[src/hdl/rrt_pkg.sv]
`timescale 1ns / 1ps
// ----------------------------------------------------------------------------
// rrt_pkg: shared types and constants for the request result tracker
// Command and lifecycle codes, field widths and the slot entry layout.
// ----------------------------------------------------------------------------
package rrt_pkg;

	localparam int ID_W    = 32;
	localparam int CMD_W   = 3;
	localparam int CODE_W  = 3;
	// reciprocal for the slot index is at most 33 bits for any slot count
	localparam int RECIP_W = ID_W + 1;
	localparam int PROD_W  = ID_W + RECIP_W;

	localparam int SLOT_COUNT_DEF = 8;

	localparam logic [ID_W-1:0] ID_ZERO = '0;
	localparam logic [ID_W-1:0] ID_ONE  = ID_W'(1);

	typedef enum logic [CMD_W-1:0] {
		CMD_NEXT_ID  = 3'd0,
		CMD_BEGIN    = 3'd1,
		CMD_CLAIM    = 3'd2,
		CMD_CANCEL   = 3'd3,
		CMD_COMPLETE = 3'd4,
		CMD_POLL     = 3'd5
	} cmd_t;

	typedef enum logic [CODE_W-1:0] {
		CODE_EMPTY    = 3'd0,
		CODE_PENDING  = 3'd1,
		CODE_ACCEPTED = 3'd2,
		CODE_REJECTED = 3'd3,
		CODE_CANCELED = 3'd4,
		CODE_CLAIMED  = 3'd5
	} code_t;

	typedef struct packed {
		logic [ID_W-1:0] id;
		code_t           code;
	} slot_entry_t;

	localparam slot_entry_t EMPTY_ENTRY = '{id: ID_ZERO, code: CODE_EMPTY};

endpackage

[src/hdl/rrt_if.sv]
`timescale 1ns / 1ps
// ----------------------------------------------------------------------------
// rrt_if: request and result channels
// Valid/ready channels; a word moves on a clock edge with valid and ready high.
// ----------------------------------------------------------------------------
interface rrt_req_if;
	logic                       valid;
	logic                       ready;
	logic [rrt_pkg::CMD_W-1:0]  command;
	logic [rrt_pkg::ID_W-1:0]   request_id;
	logic                       accepted_in;

	modport source (output valid, command, request_id, accepted_in, input ready);
	modport sink   (input valid, command, request_id, accepted_in, output ready);
endinterface

interface rrt_rsp_if;
	logic                       valid;
	logic                       ready;
	logic [rrt_pkg::ID_W-1:0]   new_id;
	logic                       success;
	logic                       finished;
	logic                       was_accepted;

	modport source (output valid, new_id, success, finished, was_accepted, input ready);
	modport sink   (input valid, new_id, success, finished, was_accepted, output ready);
endinterface

[src/hdl/rrt_slot_table.sv]
`timescale 1ns / 1ps
// ----------------------------------------------------------------------------
// rrt_slot_table: slot memory with registered read
// One read and one write port; a write to the slot being read is forwarded.
// Per-slot valid bits make unwritten slots read as empty after reset.
// ----------------------------------------------------------------------------
module rrt_slot_table #(
	parameter int SLOT_COUNT = rrt_pkg::SLOT_COUNT_DEF,
	parameter int IDX_W      = $clog2(SLOT_COUNT)
) (
	input  logic                 clk,
	input  logic                 arst_n,
	input  logic                 rd_en,
	input  logic [IDX_W-1:0]     rd_idx,
	output rrt_pkg::slot_entry_t rd_data,
	input  logic                 wr_en,
	input  logic [IDX_W-1:0]     wr_idx,
	input  rrt_pkg::slot_entry_t wr_data
);

	logic [SLOT_COUNT-1:0] valid_q;
	rrt_pkg::slot_entry_t  mem [SLOT_COUNT];
	rrt_pkg::slot_entry_t  rd_q;

	always_ff @(posedge clk or negedge arst_n) begin
		if (!arst_n) begin
			valid_q <= '0;
		end else if (wr_en) begin
			valid_q[wr_idx] <= 1'b1;
		end
	end

	always_ff @(posedge clk) begin
		if (wr_en) begin
			mem[wr_idx] <= wr_data;
		end
		if (rd_en) begin
			if (wr_en && (wr_idx == rd_idx)) begin
				rd_q <= wr_data;
			end else if (valid_q[rd_idx]) begin
				rd_q <= mem[rd_idx];
			end else begin
				rd_q <= rrt_pkg::EMPTY_ENTRY;
			end
		end
	end

	assign rd_data = rd_q;

endmodule

[src/hdl/request_result_tracker.sv]
`timescale 1ns / 1ps
// ----------------------------------------------------------------------------
// request_result_tracker: request lifecycle table
// Issues request ids and tracks begin/claim/cancel/complete/poll per slot.
// ----------------------------------------------------------------------------
// Usage:
//   req carries one command word (command, request_id, accepted_in); rsp
//   returns exactly one result word per command, in command order.
//   Slot = request_id mod SLOT_COUNT, found by a reciprocal multiply in the
//   input stage (no divider).
//   Pipeline: input register (_s1) -> slot memory read -> execute stage (_s2)
//   -> result register. One command per cycle sustained while rsp.ready stays
//   high; all table read-modify-writes happen in the execute stage, with the
//   write forwarded into the next read.
//   Reset: every slot reads empty with id zero (per-slot valid bits, no
//   clearing pass), the id counter restarts at one; usable the cycle after.
//   Stall: a result waiting on rsp holds; the stages behind it keep filling,
//   and req.ready drops once all three stages hold a word.
// ----------------------------------------------------------------------------
module request_result_tracker #(
	parameter int SLOT_COUNT = rrt_pkg::SLOT_COUNT_DEF
) (
	input logic       clk,
	input logic       arst_n,
	rrt_req_if.sink   req,
	rrt_rsp_if.source rsp
);

	localparam int IDX_W = $clog2(SLOT_COUNT);
	localparam int SHIFT = rrt_pkg::ID_W + IDX_W;
	// ceil(2^SHIFT / SLOT_COUNT): exact floor quotient for any 32-bit id
	localparam logic [rrt_pkg::RECIP_W-1:0] RECIP = rrt_pkg::RECIP_W'(
		((rrt_pkg::PROD_W'(1) << SHIFT) + rrt_pkg::PROD_W'(SLOT_COUNT) - rrt_pkg::PROD_W'(1))
		/ rrt_pkg::PROD_W'(SLOT_COUNT));
	localparam logic [IDX_W-1:0] SLOT_LOW = IDX_W'(SLOT_COUNT);

	// handshake
	logic out_rdy, s2_rdy, s1_rdy;
	logic move1, fire2;

	// stage 1
	logic                        valid_s1;
	logic [rrt_pkg::CMD_W-1:0]   cmd_s1;
	logic [rrt_pkg::ID_W-1:0]    id_s1;
	logic                        acc_s1;
	logic [IDX_W-1:0]            quo_s1;
	logic [rrt_pkg::PROD_W-1:0]  prod;
	logic [IDX_W-1:0]            idx_s1;

	// stage 2
	logic                        valid_s2;
	logic [rrt_pkg::CMD_W-1:0]   cmd_s2;
	logic [rrt_pkg::ID_W-1:0]    id_s2;
	logic                        acc_s2;
	logic [IDX_W-1:0]            idx_s2;
	rrt_pkg::slot_entry_t        ent_s2;

	// execute
	logic                        id_zero, match;
	logic                        wr_en;
	rrt_pkg::slot_entry_t        wr_data;
	logic [rrt_pkg::ID_W-1:0]    new_id_d;
	logic                        success_d, finished_d, was_acc_d;

	// result and counter
	logic                        out_valid_q;
	logic [rrt_pkg::ID_W-1:0]    new_id_q;
	logic                        success_q, finished_q, was_acc_q;
	logic [rrt_pkg::ID_W-1:0]    cnt_q;

	assign out_rdy   = !out_valid_q || rsp.ready;
	assign s2_rdy    = !valid_s2 || out_rdy;
	assign s1_rdy    = !valid_s1 || s2_rdy;
	assign req.ready = s1_rdy;
	assign move1     = valid_s1 && s2_rdy;
	assign fire2     = valid_s2 && out_rdy;

	assign prod = rrt_pkg::PROD_W'(req.request_id) * rrt_pkg::PROD_W'(RECIP);

	always_ff @(posedge clk or negedge arst_n) begin
		if (!arst_n) begin
			valid_s1 <= 1'b0;
		end else if (s1_rdy) begin
			valid_s1 <= req.valid;
		end
	end

	always_ff @(posedge clk) begin
		if (req.valid && s1_rdy) begin
			cmd_s1 <= req.command;
			id_s1  <= req.request_id;
			acc_s1 <= req.accepted_in;
			quo_s1 <= prod[SHIFT +: IDX_W];
		end
	end

	// remainder = id - q*N, only the low index bits are needed
	assign idx_s1 = id_s1[IDX_W-1:0] - IDX_W'(quo_s1 * SLOT_LOW);

	rrt_slot_table #(
		.SLOT_COUNT (SLOT_COUNT),
		.IDX_W      (IDX_W)
	) u_table (
		.clk     (clk),
		.arst_n  (arst_n),
		.rd_en   (move1),
		.rd_idx  (idx_s1),
		.rd_data (ent_s2),
		.wr_en   (wr_en),
		.wr_idx  (idx_s2),
		.wr_data (wr_data)
	);

	always_ff @(posedge clk or negedge arst_n) begin
		if (!arst_n) begin
			valid_s2 <= 1'b0;
		end else if (s2_rdy) begin
			valid_s2 <= valid_s1;
		end
	end

	always_ff @(posedge clk) begin
		if (move1) begin
			cmd_s2 <= cmd_s1;
			id_s2  <= id_s1;
			acc_s2 <= acc_s1;
			idx_s2 <= idx_s1;
		end
	end

	assign id_zero = (id_s2 == rrt_pkg::ID_ZERO);
	assign match   = (ent_s2.id == id_s2);

	always_comb begin
		wr_en      = 1'b0;
		wr_data    = ent_s2;
		new_id_d   = rrt_pkg::ID_ZERO;
		success_d  = 1'b0;
		finished_d = 1'b0;
		was_acc_d  = 1'b0;
		case (cmd_s2)
			rrt_pkg::CMD_NEXT_ID: begin
				new_id_d = cnt_q;
			end
			rrt_pkg::CMD_BEGIN: begin
				if (!id_zero) begin
					wr_en        = fire2;
					wr_data.id   = id_s2;
					wr_data.code = rrt_pkg::CODE_PENDING;
				end
			end
			rrt_pkg::CMD_CLAIM: begin
				if (id_zero) begin
					success_d = 1'b1;
				end else if (match && ent_s2.code == rrt_pkg::CODE_PENDING) begin
					wr_en        = fire2;
					wr_data.code = rrt_pkg::CODE_CLAIMED;
					success_d    = 1'b1;
				end
			end
			rrt_pkg::CMD_CANCEL: begin
				if (!id_zero && match && ent_s2.code == rrt_pkg::CODE_PENDING) begin
					wr_en        = fire2;
					wr_data.code = rrt_pkg::CODE_CANCELED;
					success_d    = 1'b1;
				end
			end
			rrt_pkg::CMD_COMPLETE: begin
				if (!id_zero && match && ent_s2.code == rrt_pkg::CODE_CLAIMED) begin
					wr_en        = fire2;
					wr_data.code = acc_s2 ? rrt_pkg::CODE_ACCEPTED : rrt_pkg::CODE_REJECTED;
				end
			end
			rrt_pkg::CMD_POLL: begin
				if (match && (ent_s2.code == rrt_pkg::CODE_ACCEPTED ||
				              ent_s2.code == rrt_pkg::CODE_REJECTED)) begin
					finished_d = 1'b1;
					was_acc_d  = (ent_s2.code == rrt_pkg::CODE_ACCEPTED);
				end
			end
			default: begin
			end
		endcase
	end

	always_ff @(posedge clk or negedge arst_n) begin
		if (!arst_n) begin
			out_valid_q <= 1'b0;
			cnt_q       <= rrt_pkg::ID_ONE;
		end else begin
			if (out_rdy) begin
				out_valid_q <= valid_s2;
			end
			// counter skips zero on wrap
			if (fire2 && cmd_s2 == rrt_pkg::CMD_NEXT_ID) begin
				cnt_q <= (cnt_q == '1) ? rrt_pkg::ID_ONE : cnt_q + rrt_pkg::ID_ONE;
			end
		end
	end

	always_ff @(posedge clk) begin
		if (fire2) begin
			new_id_q  <= new_id_d;
			success_q <= success_d;
			finished_q <= finished_d;
			was_acc_q <= was_acc_d;
		end
	end

	assign rsp.valid        = out_valid_q;
	assign rsp.new_id       = new_id_q;
	assign rsp.success      = success_q;
	assign rsp.finished     = finished_q;
	assign rsp.was_accepted = was_acc_q;

	a_cnt_nonzero: assert property (@(posedge clk) disable iff (!arst_n)
		cnt_q != rrt_pkg::ID_ZERO)
		else $error("id counter reached zero");

	a_cnt_advances: assert property (@(posedge clk) disable iff (!arst_n)
		fire2 && cmd_s2 == rrt_pkg::CMD_NEXT_ID |=> cnt_q != $past(cnt_q))
		else $error("id counter did not advance on next id");

	a_was_acc_finished: assert property (@(posedge clk) disable iff (!arst_n)
		rsp.valid && rsp.was_accepted |-> rsp.finished)
		else $error("was_accepted without finished");

	a_new_id_alone: assert property (@(posedge clk) disable iff (!arst_n)
		rsp.valid && rsp.new_id != rrt_pkg::ID_ZERO |-> !rsp.success && !rsp.finished)
		else $error("issued id combined with other result flags");

	a_write_only_on_fire: assert property (@(posedge clk) disable iff (!arst_n)
		wr_en |-> fire2 && !id_zero)
		else $error("table write outside an executing command");

endmodule
[src/flat_wrapper.sv]
// flat-port wrapper written by rule: the top's interface ports become plain ports
module request_result_tracker_flat 
#(
	parameter int SLOT_COUNT = rrt_pkg::SLOT_COUNT_DEF
)
  (clk, arst_n, req_valid, req_command, req_request_id, req_accepted_in, req_ready, rsp_valid, rsp_new_id, rsp_success, rsp_finished, rsp_was_accepted, rsp_ready);
  rrt_req_if req_i ();
  rrt_rsp_if rsp_i ();
  input logic clk;
  input logic arst_n;
  input wire logic [$bits(req_i.valid)-1:0] req_valid;
  input wire logic [$bits(req_i.command)-1:0] req_command;
  input wire logic [$bits(req_i.request_id)-1:0] req_request_id;
  input wire logic [$bits(req_i.accepted_in)-1:0] req_accepted_in;
  output wire logic [$bits(req_i.ready)-1:0] req_ready;
  output wire logic [$bits(rsp_i.valid)-1:0] rsp_valid;
  output wire logic [$bits(rsp_i.new_id)-1:0] rsp_new_id;
  output wire logic [$bits(rsp_i.success)-1:0] rsp_success;
  output wire logic [$bits(rsp_i.finished)-1:0] rsp_finished;
  output wire logic [$bits(rsp_i.was_accepted)-1:0] rsp_was_accepted;
  input wire logic [$bits(rsp_i.ready)-1:0] rsp_ready;
  assign req_i.valid = req_valid;
  assign req_i.command = req_command;
  assign req_i.request_id = req_request_id;
  assign req_i.accepted_in = req_accepted_in;
  assign req_ready = req_i.ready;
  assign rsp_valid = rsp_i.valid;
  assign rsp_new_id = rsp_i.new_id;
  assign rsp_success = rsp_i.success;
  assign rsp_finished = rsp_i.finished;
  assign rsp_was_accepted = rsp_i.was_accepted;
  assign rsp_i.ready = rsp_ready;
  request_result_tracker #(.SLOT_COUNT(SLOT_COUNT)) u_core (.clk(clk), .arst_n(arst_n), .req(req_i), .rsp(rsp_i));
endmodule
[config.mk]
export PLATFORM = sky130hd
export DESIGN_NAME = request_result_tracker_flat
export DESIGN_NICKNAME = d
export VERILOG_FILES = /design/src/hdl/rrt_pkg.sv /design/src/hdl/rrt_if.sv /design/src/hdl/rrt_slot_table.sv /design/src/hdl/request_result_tracker.sv /design/src/flat_wrapper.sv
export SDC_FILE = /design/constraint.sdc
export NUM_CORES = 1
export LEC_CHECK = 0
export BUFFER_PORTS_ARGS = -buffer_cell sky130_fd_sc_hd__buf_2
export CAP_MARGIN = 0
export CORE_MARGIN = 2
export CORE_UTILIZATION = 45
export CTS_CLUSTER_SIZE = 16
export DETAILED_ROUTE_END_ITERATION = 16
export PLACE_DENSITY = 0.62
export SYNTH_ARGS = -nofsm -noshare
export SYNTH_HDL_FRONTEND = slang
export SYNTH_HIERARCHICAL = 1
export SYNTH_SLANG_ARGS = --single-unit
[constraint.sdc]
create_clock -name clk -period 6.7 [get_ports clk]
set_input_delay 0.335 -clock clk [delete_from_list [all_inputs] [get_ports clk]]
set_output_delay 0.335 -clock clk [all_outputs]
set_load 0.01 [all_outputs]
==> metrics.md, run 1 <==
| Metric | Value |
|---|---|
| Most numerous cell in the Yosys netlist | edfxtp_1 |
| Post-synth EDFFs | 422 |
| Pwr dens | 306.1 nW/um^2 |
| Avg WL per Cell | about 22 um |
| Die Area | around 43,000 um^2 |
| Worst vdd ir | about 230 uV |
| Fmax | around 0.24 GHz |
| Setup tns final | 0 ns |
| Dominant synthesized flop cell | edfxtp_1 |
| Largest net degree at the start of global routing | 77 |
| Critical path fanouts, max | 17 |
| Area contributors post-synth | edfxtp_1, mux4_2, dfrtp_1, mux2i_1, mux2_2 |
| Slew @ Worst Pin | 1.192 ns |
| Critical Path RT | roughly 7.0 ns |
| 1st-pass router iterations | 6 |
| Skew-Pair Late Insertion Delay | about 0.60 ns |
| Clk root buf | clkbuf_16 |
| Final Hold Fails | 0 |
| Routed wire length | 37.24 mm |
| Run status | finished clean |
| Clock sink count | about 470 |
| Setup violators final | 0 |
| Sequential cell area fraction in the yosys report | about three quarters |
| CTS tree | done |
| CP Launch Type | flip-flop |
| Clk_skew | about 0.021 ns |
| Total Routing Usage GR | a little under a fifth |
| TritonCTS Buffers | 47 |
| # port buffers | 76 |
| Initial antenna violation count | 0 |
| Fillers | approximately 3,200 |
| RSZ-0062 raised after global routing | false |
| I/O pins | 77 |
| Area leader, netlist | edfxtp_1 |
| Yosys warns | 6 |
| First-pass GRT wire length | 56.97 mm |
| Nature of the critical path endpoint | flip-flop |
| Post-DRT Antenna Nets | 0 |
| Antenna Cells | 0 |
| Hold slack | between 0.06 and 0.07 ns |
| Static leakage | 7.398 nW |
| Worst-path clk slew | 0.06 ns |
| Final nets | about 1,200 |
| Max-cap violation count | 0 |
| Cell area after synthesis | between 15,000 and 20,000 um^2 |
| H-tree depth | 2 |
| Crit path kind | reg -> reg |
| Min cycle time layout | ~4.3 ns |
| Grt total ovfl | 0 |
| Rows | 74 |
| Die Wd | ~210 um |
| Slew Limit Fails | 0 |
| Post-synthesis register bit count | 465 |
| Clock buffer depth | 3 |
| Hold Crit Class | in -> reg |
| Post-synth top cells | edfxtp_1, mux4_2, nand2_1 |
| Via count | roughly 9,200 |
| Hpwl dp | ~22 mm |
| Synth-to-Final Area Change | 16.20% |
| GPL Wtd Cong | roughly 0.77 |
| CORE AREA | roughly 40,000 um^2 |
| Crit path DAT | roughly 4.5 ns |
| Starting DRT DRC Count | about 800 |
| Syn avg cell area | roughly 19 um^2 |
| Top cell type's share of synthesized area | 68.59% |
| Number of global-route vias before repair | 9,442 |
| Post-Syn Nets | 1,025 |
| Mapped Cells | 984 |
| Die span in y | approximately 210 um |
| Drt drc | 0 |
| Number of vias per cell | 5.453 |
| Starting Density | 45.45% |
| Crit share post-route | 63.51% |
| PostCTS Resize Cnt | 0 |
| Relative slew slack | around 20% |
| Synth cell types | between 50 and 60 |
| FFs w/ async S/R, synth | between 9 and 10% |
| Layout cells sized above 1 | 27.29% |
-- flip-flops by register name, summed over array words and instances, names as in the netlist --
name	flops
u_core/id_s1	32
u_core/u_table/valid_q	8
u_core/rsp.success	1
u_core/cmd_s2	3
u_core/valid_s2	1
u_core/cnt_q	32
u_core/rsp.finished	1
u_core/rsp.new_id	32
u_core/valid_s1	1
u_core/cmd_s1	3
u_core/rsp.valid	1
u_core/rsp.was_accepted	1
u_core/id_s2	32
u_core/acc_s1	1
u_core/u_table/mem	280
u_core/acc_s2	1
u_core/u_table/rd_data	35
-- worst paths after layout --
| kind | slack [ns] | cells past startpoint | endpoint | startpoint |
|---|---|---|---|---|
| min | 0.07 | 3 | u_core/rsp.valid$_DFFE_PN0P_ | rsp_ready |
| min reg2reg | 0.42 | 0 | u_core/id_s2[25]$_DFFE_PP_ | u_core/id_s1[25]$_DFFE_PP_ |
| max reg2reg | 2.44 | 8 | u_core/u_table/mem[1][34]$_DFFE_PP_ | u_core/id_s2[5]$_DFFE_PP_ |
| max | 2.44 | 8 | u_core/u_table/mem[1][34]$_DFFE_PP_ | u_core/id_s2[5]$_DFFE_PP_ |
| min in group asynchronous | 0.46 | 2 | u_core/rsp.valid$_DFFE_PN0P_ | arst_n |
| max in group asynchronous | 5.61 | 2 | u_core/cnt_q[25]$_DFFE_PN0P_ | arst_n |
-- layer usage --
layer / track usage [%] / share of wire [%] / up-vias
li1: - / - / 4175
met1: 25.39 / 45 / 4773
met2: 29.41 / 48 / 219
met3: 2.559 / 4.3 / 49
met4: 5.893 / 2.1 / 0
met5: 0 / 0 / -
-- power breakdown --
group | total, mW | switching, mW | internal [mW]
Clock | 2.68 | 1.11 | 1.58
Combinational | 0.471 | 0.282 | 0.189
Sequential | 3.42 | 0.0724 | 3.34
-- what timing repair did --
item                       CTS  global route
buffers inserted             0             0
hold endpoints to repair    79             0
setup endpoints to repair    0             0
hold buffers                38             0
-- metrics by stage --
stage | power [mW] | utilization, % | cell area, um^2 | setup slack, ns | cells
after floorplan | 3.775 | - | 18470 | 1.045 | 984
after global placement | 3.929 | 47.97 | 19500 | 2.514 | 1566
after detailed placement | 3.938 | 47.97 | 19500 | 2.459 | 1566
final | 6.572 | 52.81 | 21470 | 2.445 | 1690
after CTS | 6.644 | 52.81 | 21470 | 2.426 | 1690
after global routing | 6.795 | 52.81 | 21470 | 2.240 | 1690
-- kinds of logic after synthesis --
logic type               count (synthesis)  synth area share (%)
adder cells (fa/ha/maj)                  1               0.06772
AND/OR/NAND/NOR                        209                 6.204
buffers and inverters                   49                 1.395
XOR/XNOR                                58                 2.750
flip-flops                             465                 74.43
AO/OA/AOI/OAI                           62                 2.520
multiplexers                           140                 12.64
-- critical path, stage by stage, from the launching register on --
cell and delay, ns:
edfxtp_1 0.43, xnor2_1 0.25, nand4_1 0.16, nor4_1 0.86
nand4_1 0.17, a21oi_1 0.32, nand2_1 0.28, nor3_2 0.96
buf_4 0.47
-- placed cells by master, fill, tap and decap left out, types with 9 or more instances in the layout --
cell,instances
edfxtp_1,422
mux4_2,70
and2_1,31
nor4_1,10
dfrtp_1,42
clkbuf_16,47
nand4_1,24
or3_1,9
nor2_1,20
mux2i_1,36
buf_4,14
clkinv_1,10
xnor2_1,41
o21ai_2,30
mux2_2,32
buf_2,76
nand3_1,10
dlygate4sd3_1,38
xor2_1,17
nand2_1,51
-- layout make-up --
class / instances / area, um^2 / share of cell area (%)
Tap cell: 532 / 665.6 / 3.101
Inverter: 8 / 30.03 / 0.1399
Clock inverter: 31 / 370.4 / 1.725
Sequential cell: 465 / 13750 / 64.05
Multi-Input combinational cell: 470 / 4549 / 21.19
Timing Repair Buffer: 129 / 885.9 / 4.127
Clock buffer: 55 / 1216 / 5.665
No activity file was read; power rests on OpenSTA's default activity.
==> inputs of run 2 (changes only) <==
ABC_AREA = 1   (was default)
PLACE_DENSITY = 0.64   (was 0.62)
clock period = 3.7 ns   (was 6.7 ns; I/O delays follow)
==> run 2 against run 1 <==
Effect of this change: via count grew 56%; final cell count grew 72%; total power is 98% higher; first-iteration DRC count is 56% higher; design area rose by 12%; global-route usage grew 3.2 points; die area rose by 13%; register-to-register slack lost 1.9 ns; non-clock buffer count grew 23; sequential cell count is the same; sequential share of layout area decreased by 6.7 points; highest routed layer unchanged.
==> metrics.md, run 2 <==
| Metric | Value |
|---|---|
| Run status | finished clean |
| Most flop-heavy register | u_core/u_table/mem |
| RSZ-0062 raised after global routing | false |
| Met1 usage | 26.99% (+1.6 points) |
| Number of global-route vias before repair | 14,061 (+49%) |
| Starting Density | 45.76% (+0.31 points) |
| Clock buffer depth | 3 (unchanged) |
| Die Wd | 219.3 um (+6.1%) |
| TritonCTS Buffers | 48 (+2.1%) |
| Sequential cell area fraction in the yosys report | 65.93% (-8.5 points) |
| Non-Filler Instances | 2,907 (+72%) |
| Post-synthesis register bit count | 465 (unchanged) |
| Origin of the worst min-delay path | req_request_id[31] |
| Final nets | 2,310 (+99%) |
| Synth-to-Final Area Change | 15.01% |
| Skew-Pair Late Insertion Delay | 0.60 ns (about the same) |
| Setup tns final | 0 ns (unchanged) |
| Grt total ovfl | 0 (unchanged) |
| Area contributors post-synth | edfxtp_1, nand2_1, inv_1, dfrtp_1, nand3_1 |
| I/O pins | 77 (unchanged) |
| Drt drc | 0 (unchanged) |
| Top cell family by delay on the critical path | simple AND/OR/NAND/NOR gates |
| Crit path DAT | 3.62 ns (-0.89 ns) |
| Busiest metal layer after global routing | met2 |
| Max-cap violation count | 0 (unchanged) |
| Reg2reg start | u_core/id_s2[1]$_DFFE_PP_ |
| Clk_skew | 0.02355 ns (+0.002220 ns) |
| Crit path top cell by count | nand2_1 |
| Dpl ws | 0.6504 ns (-1.808 ns) |
| Yosys warns | 6 (unchanged) |
| Critical-path top delay cell | edfxtp_1 |
| Dominant synthesized flop cell | edfxtp_1 |
| Fmax | 0.3156 GHz (+34%) |
| Layout cells sized above 1 | 9.840% (-17 points) |
| Crit share post-route | 85.62% (+22 points) |
| Die span in y | 219.3 um (+6.1%) |
| Avg WL per Cell | 17.18 um (-22%) |
| Die Area | 48,080 um^2 (+13%) |
| FF+latch area | 13,750 um^2 (unchanged) |
| Placed Cells | 2,779 (+77%) |
| PostCTS Resize Cnt | 0 (unchanged) |
| Most frequent cells in the layout | nand2_1, edfxtp_1, inv_1, nand3_1, nor2_1 |
| Total Routing Usage GR | 21.25% (+3.2 points) |
| GPL Wtd Cong | 0.9457 (+23%) |
| Routing usage on met3 | 3.146% (+0.59 points) |
| Hold Buf Count CTS | 40 (+5.3%) |
| # port buffers | 76 (unchanged) |
| Top cell type's share of synthesized area | 60.76% (-7.8 points) |
| Post-DP Area | 22,090 um^2 (+13%) |
| Syn avg cell area | 9.750 um^2 (-48%) |
| 1st-pass router iterations | 5 (-1) |
| Worst-path clk slew | 0.06 ns (about the same) |
| Post-DRT Antenna Nets | 0 (unchanged) |
| Multi-input logic area | 5181 um^2 (+14%) |
| Routed wire length | 49.94 mm (+34%) |
| CTS tree | done |
| Relative slew slack | 2.926% (-17 points) |
| H-tree depth | 2 (unchanged) |
| Pwr dens | 542.0 nW/um^2 (+77%) |
| Antenna Cells | 0 (unchanged) |
| Slowest cell delay on critical path | 0.51 ns (-0.45 ns) |
| Synth cell types | 47 (-7.8%) |
| CORE AREA | 45,580 um^2 (+12%) |
| Final Hold Fails | 0 (unchanged) |
| Hold Crit Class | in -> reg |
| Via count | 14,419 (+56%) |
| Critical Path RT | 4.15 ns (-2.80 ns) |
| Initial antenna violation count | 0 (unchanged) |
| Slew @ Worst Pin | 1.441 ns (+0.2486 ns) |
| Clk root buf | clkbuf_16 |
| Post-Syn Nets | 2,180 (+110%) |
| WP buf/inv | 2 (+1) |
| Hpwl dp | 31.45 mm (+45%) |
| Slew Limit Fails | 0 (unchanged) |
| Cell area after synthesis | 20,860 um^2 (+13%) |
| Design area | 23,980 um^2 (+12%) |
| Setup violators final | 0 (unchanged) |
| Global routing usage on met2 | 36.18% (+6.8 points) |
| Final setup margin | 0.5319 ns (-1.913 ns) |
| Max reg flops | 280 (unchanged) |
| Min cycle time layout | 3.168 ns (-1.087 ns) |
| Clock sink count | 465 (unchanged) |
| Largest net degree at the start of global routing | 108 (+40%) |
| Crit path kind | reg -> reg |
| Critical path fanouts, max | 35 (+18) |
| Rows | 78 (+5.4%) |
| Mapped Cells | 2,139 (+120%) |
| Commonest non-fill, non-tap cell in the layout | nand2_1 |
| Number of vias per cell | 4.960 (-9.0%) |
| First-pass GRT wire length | 77.59 mm (+36%) |
| FFs w/ async S/R, synth | 9.247% (unchanged) |
| Starting DRT DRC Count | 1,241 (+56%) |
| Worst vdd ir | 419.2 uV (+85%) |
| CP cell instances | inv_1, nand2_1, nand2_1, nand2_1, nor2_1, nand2_1, nor2_1, and2_1, nand4_1, a21oi_1, o21ai_1, nor2_1, nand2_2, inv_4, nand2_1, nand2_1 |
| CP Launch Type | flip-flop |
| Static leakage | 10.84 nW (+47%) |
| Nature of the critical path endpoint | flip-flop |
| Area leader, netlist | edfxtp_1 |
| Fillers | 3,942 (+25%) |
| Post-synth EDFFs | 422 (unchanged) |
| Setup bufs post-CTS | 0 (unchanged) |
| Most numerous cell in the Yosys netlist | nand2_1 |
| Total power | 13.00 mW (+98%) |
| Post-synth top cells | nand2_1, edfxtp_1, inv_1 |
| Worst Setup SP | u_core/id_s2[1]$_DFFE_PP_ |
-- run 2: changes by cell type after synthesis, sizes merged, moves of 35 or more --
cell | previous run | this run
inv | 8 | 423
mux2i | 36 | 0
mux4 | 71 | 0
nand2 | 51 | 743
nand3 | 10 | 189
nor2 | 27 | 102
xnor2 | 41 | 6
-- run 2: report_power, final --
part           switching (mW)  internal (mW)  total (mW)
clock network            1.96           2.65        4.61
logic                    1.31          0.488        1.80
registers               0.213           6.38        6.60
-- run 2: final cells by class --
class | instances | share of cell area, %
well taps | 600 | 3.130
clock inverters | 17 | 0.6521
inverters | 426 | 6.704
clock buffers | 71 | 5.577
multi-input cells | 1176 | 21.60
flip-flops and latches | 465 | 57.33
repair buffers | 152 | 5.008
-- run 2: per-layer routing --
| metal | routed length, um | share of wire [%] |
|---|---|---|
| met5 | 0 | 0 |
| met4 | 1883 | 3.8 |
| met3 | 2837 | 5.7 |
| met2 | 24510 | 49 |
| met1 | 20700 | 41 |
-- run 2: kinds of logic after synthesis --
logic type	count (synthesis)	synth area share (%)
and+or+nand+nor	1080	21.67
AOI/OAI and AO/OA	77	2.010
muxes	3	0.1620
adders and majority gates	1	0.05999
xor gates and xnor gates	15	0.6300
buffers and inverters	498	9.539
DFF	465	65.93
-- run 2: worst reg2reg max path, cell delays in order, from the launching register on --
cell and delay [ns]:
edfxtp_1 0.51, inv_1 0.11, nand2_1 0.05, nand2_1 0.05, nand2_1 0.05, nor2_1 0.14
nand2_1 0.07, nor2_1 0.18, and2_1 0.18, nand4_1 0.15, a21oi_1 0.40, o21ai_1 0.12
nor2_1 0.14, nand2_2 0.22, inv_4 0.39, nand2_1 0.14, nand2_1 0.12
-- run 2: per-stage QoR --
| stage | hold slack [ns] | util, % |
|---|---|---|
| finish | 0.3046 | 52.62 |
| global route | 0.2922 | 52.62 |
| CTS | 0.2774 | 52.62 |
| detailed placement | 0.3635 | 48.47 |
| global placement | 0.3614 | 48.47 |
| floorplan | -0.1106 | - |
-- run 2: path summary, 6_finish.rpt --
kind                                                               to  slack [ns]  depth (start not counted)
worst max-delay path              u_core/u_table/rd_data[6]$_DFFE_PP_        0.53                         16
worst min-delay path                       u_core/id_s1[31]$_DFFE_PP_        0.30                          2
worst max register to register    u_core/u_table/rd_data[6]$_DFFE_PP_        0.53                         16
worst min register to register              u_core/id_s2[8]$_DFFE_PP_        0.42                          0
max in group asynchronous                 u_core/cnt_q[7]$_DFFE_PN0P_        2.61                          2
min in group asynchronous       u_core/u_table/valid_q[1]$_DFFE_PN0P_        0.37                          2
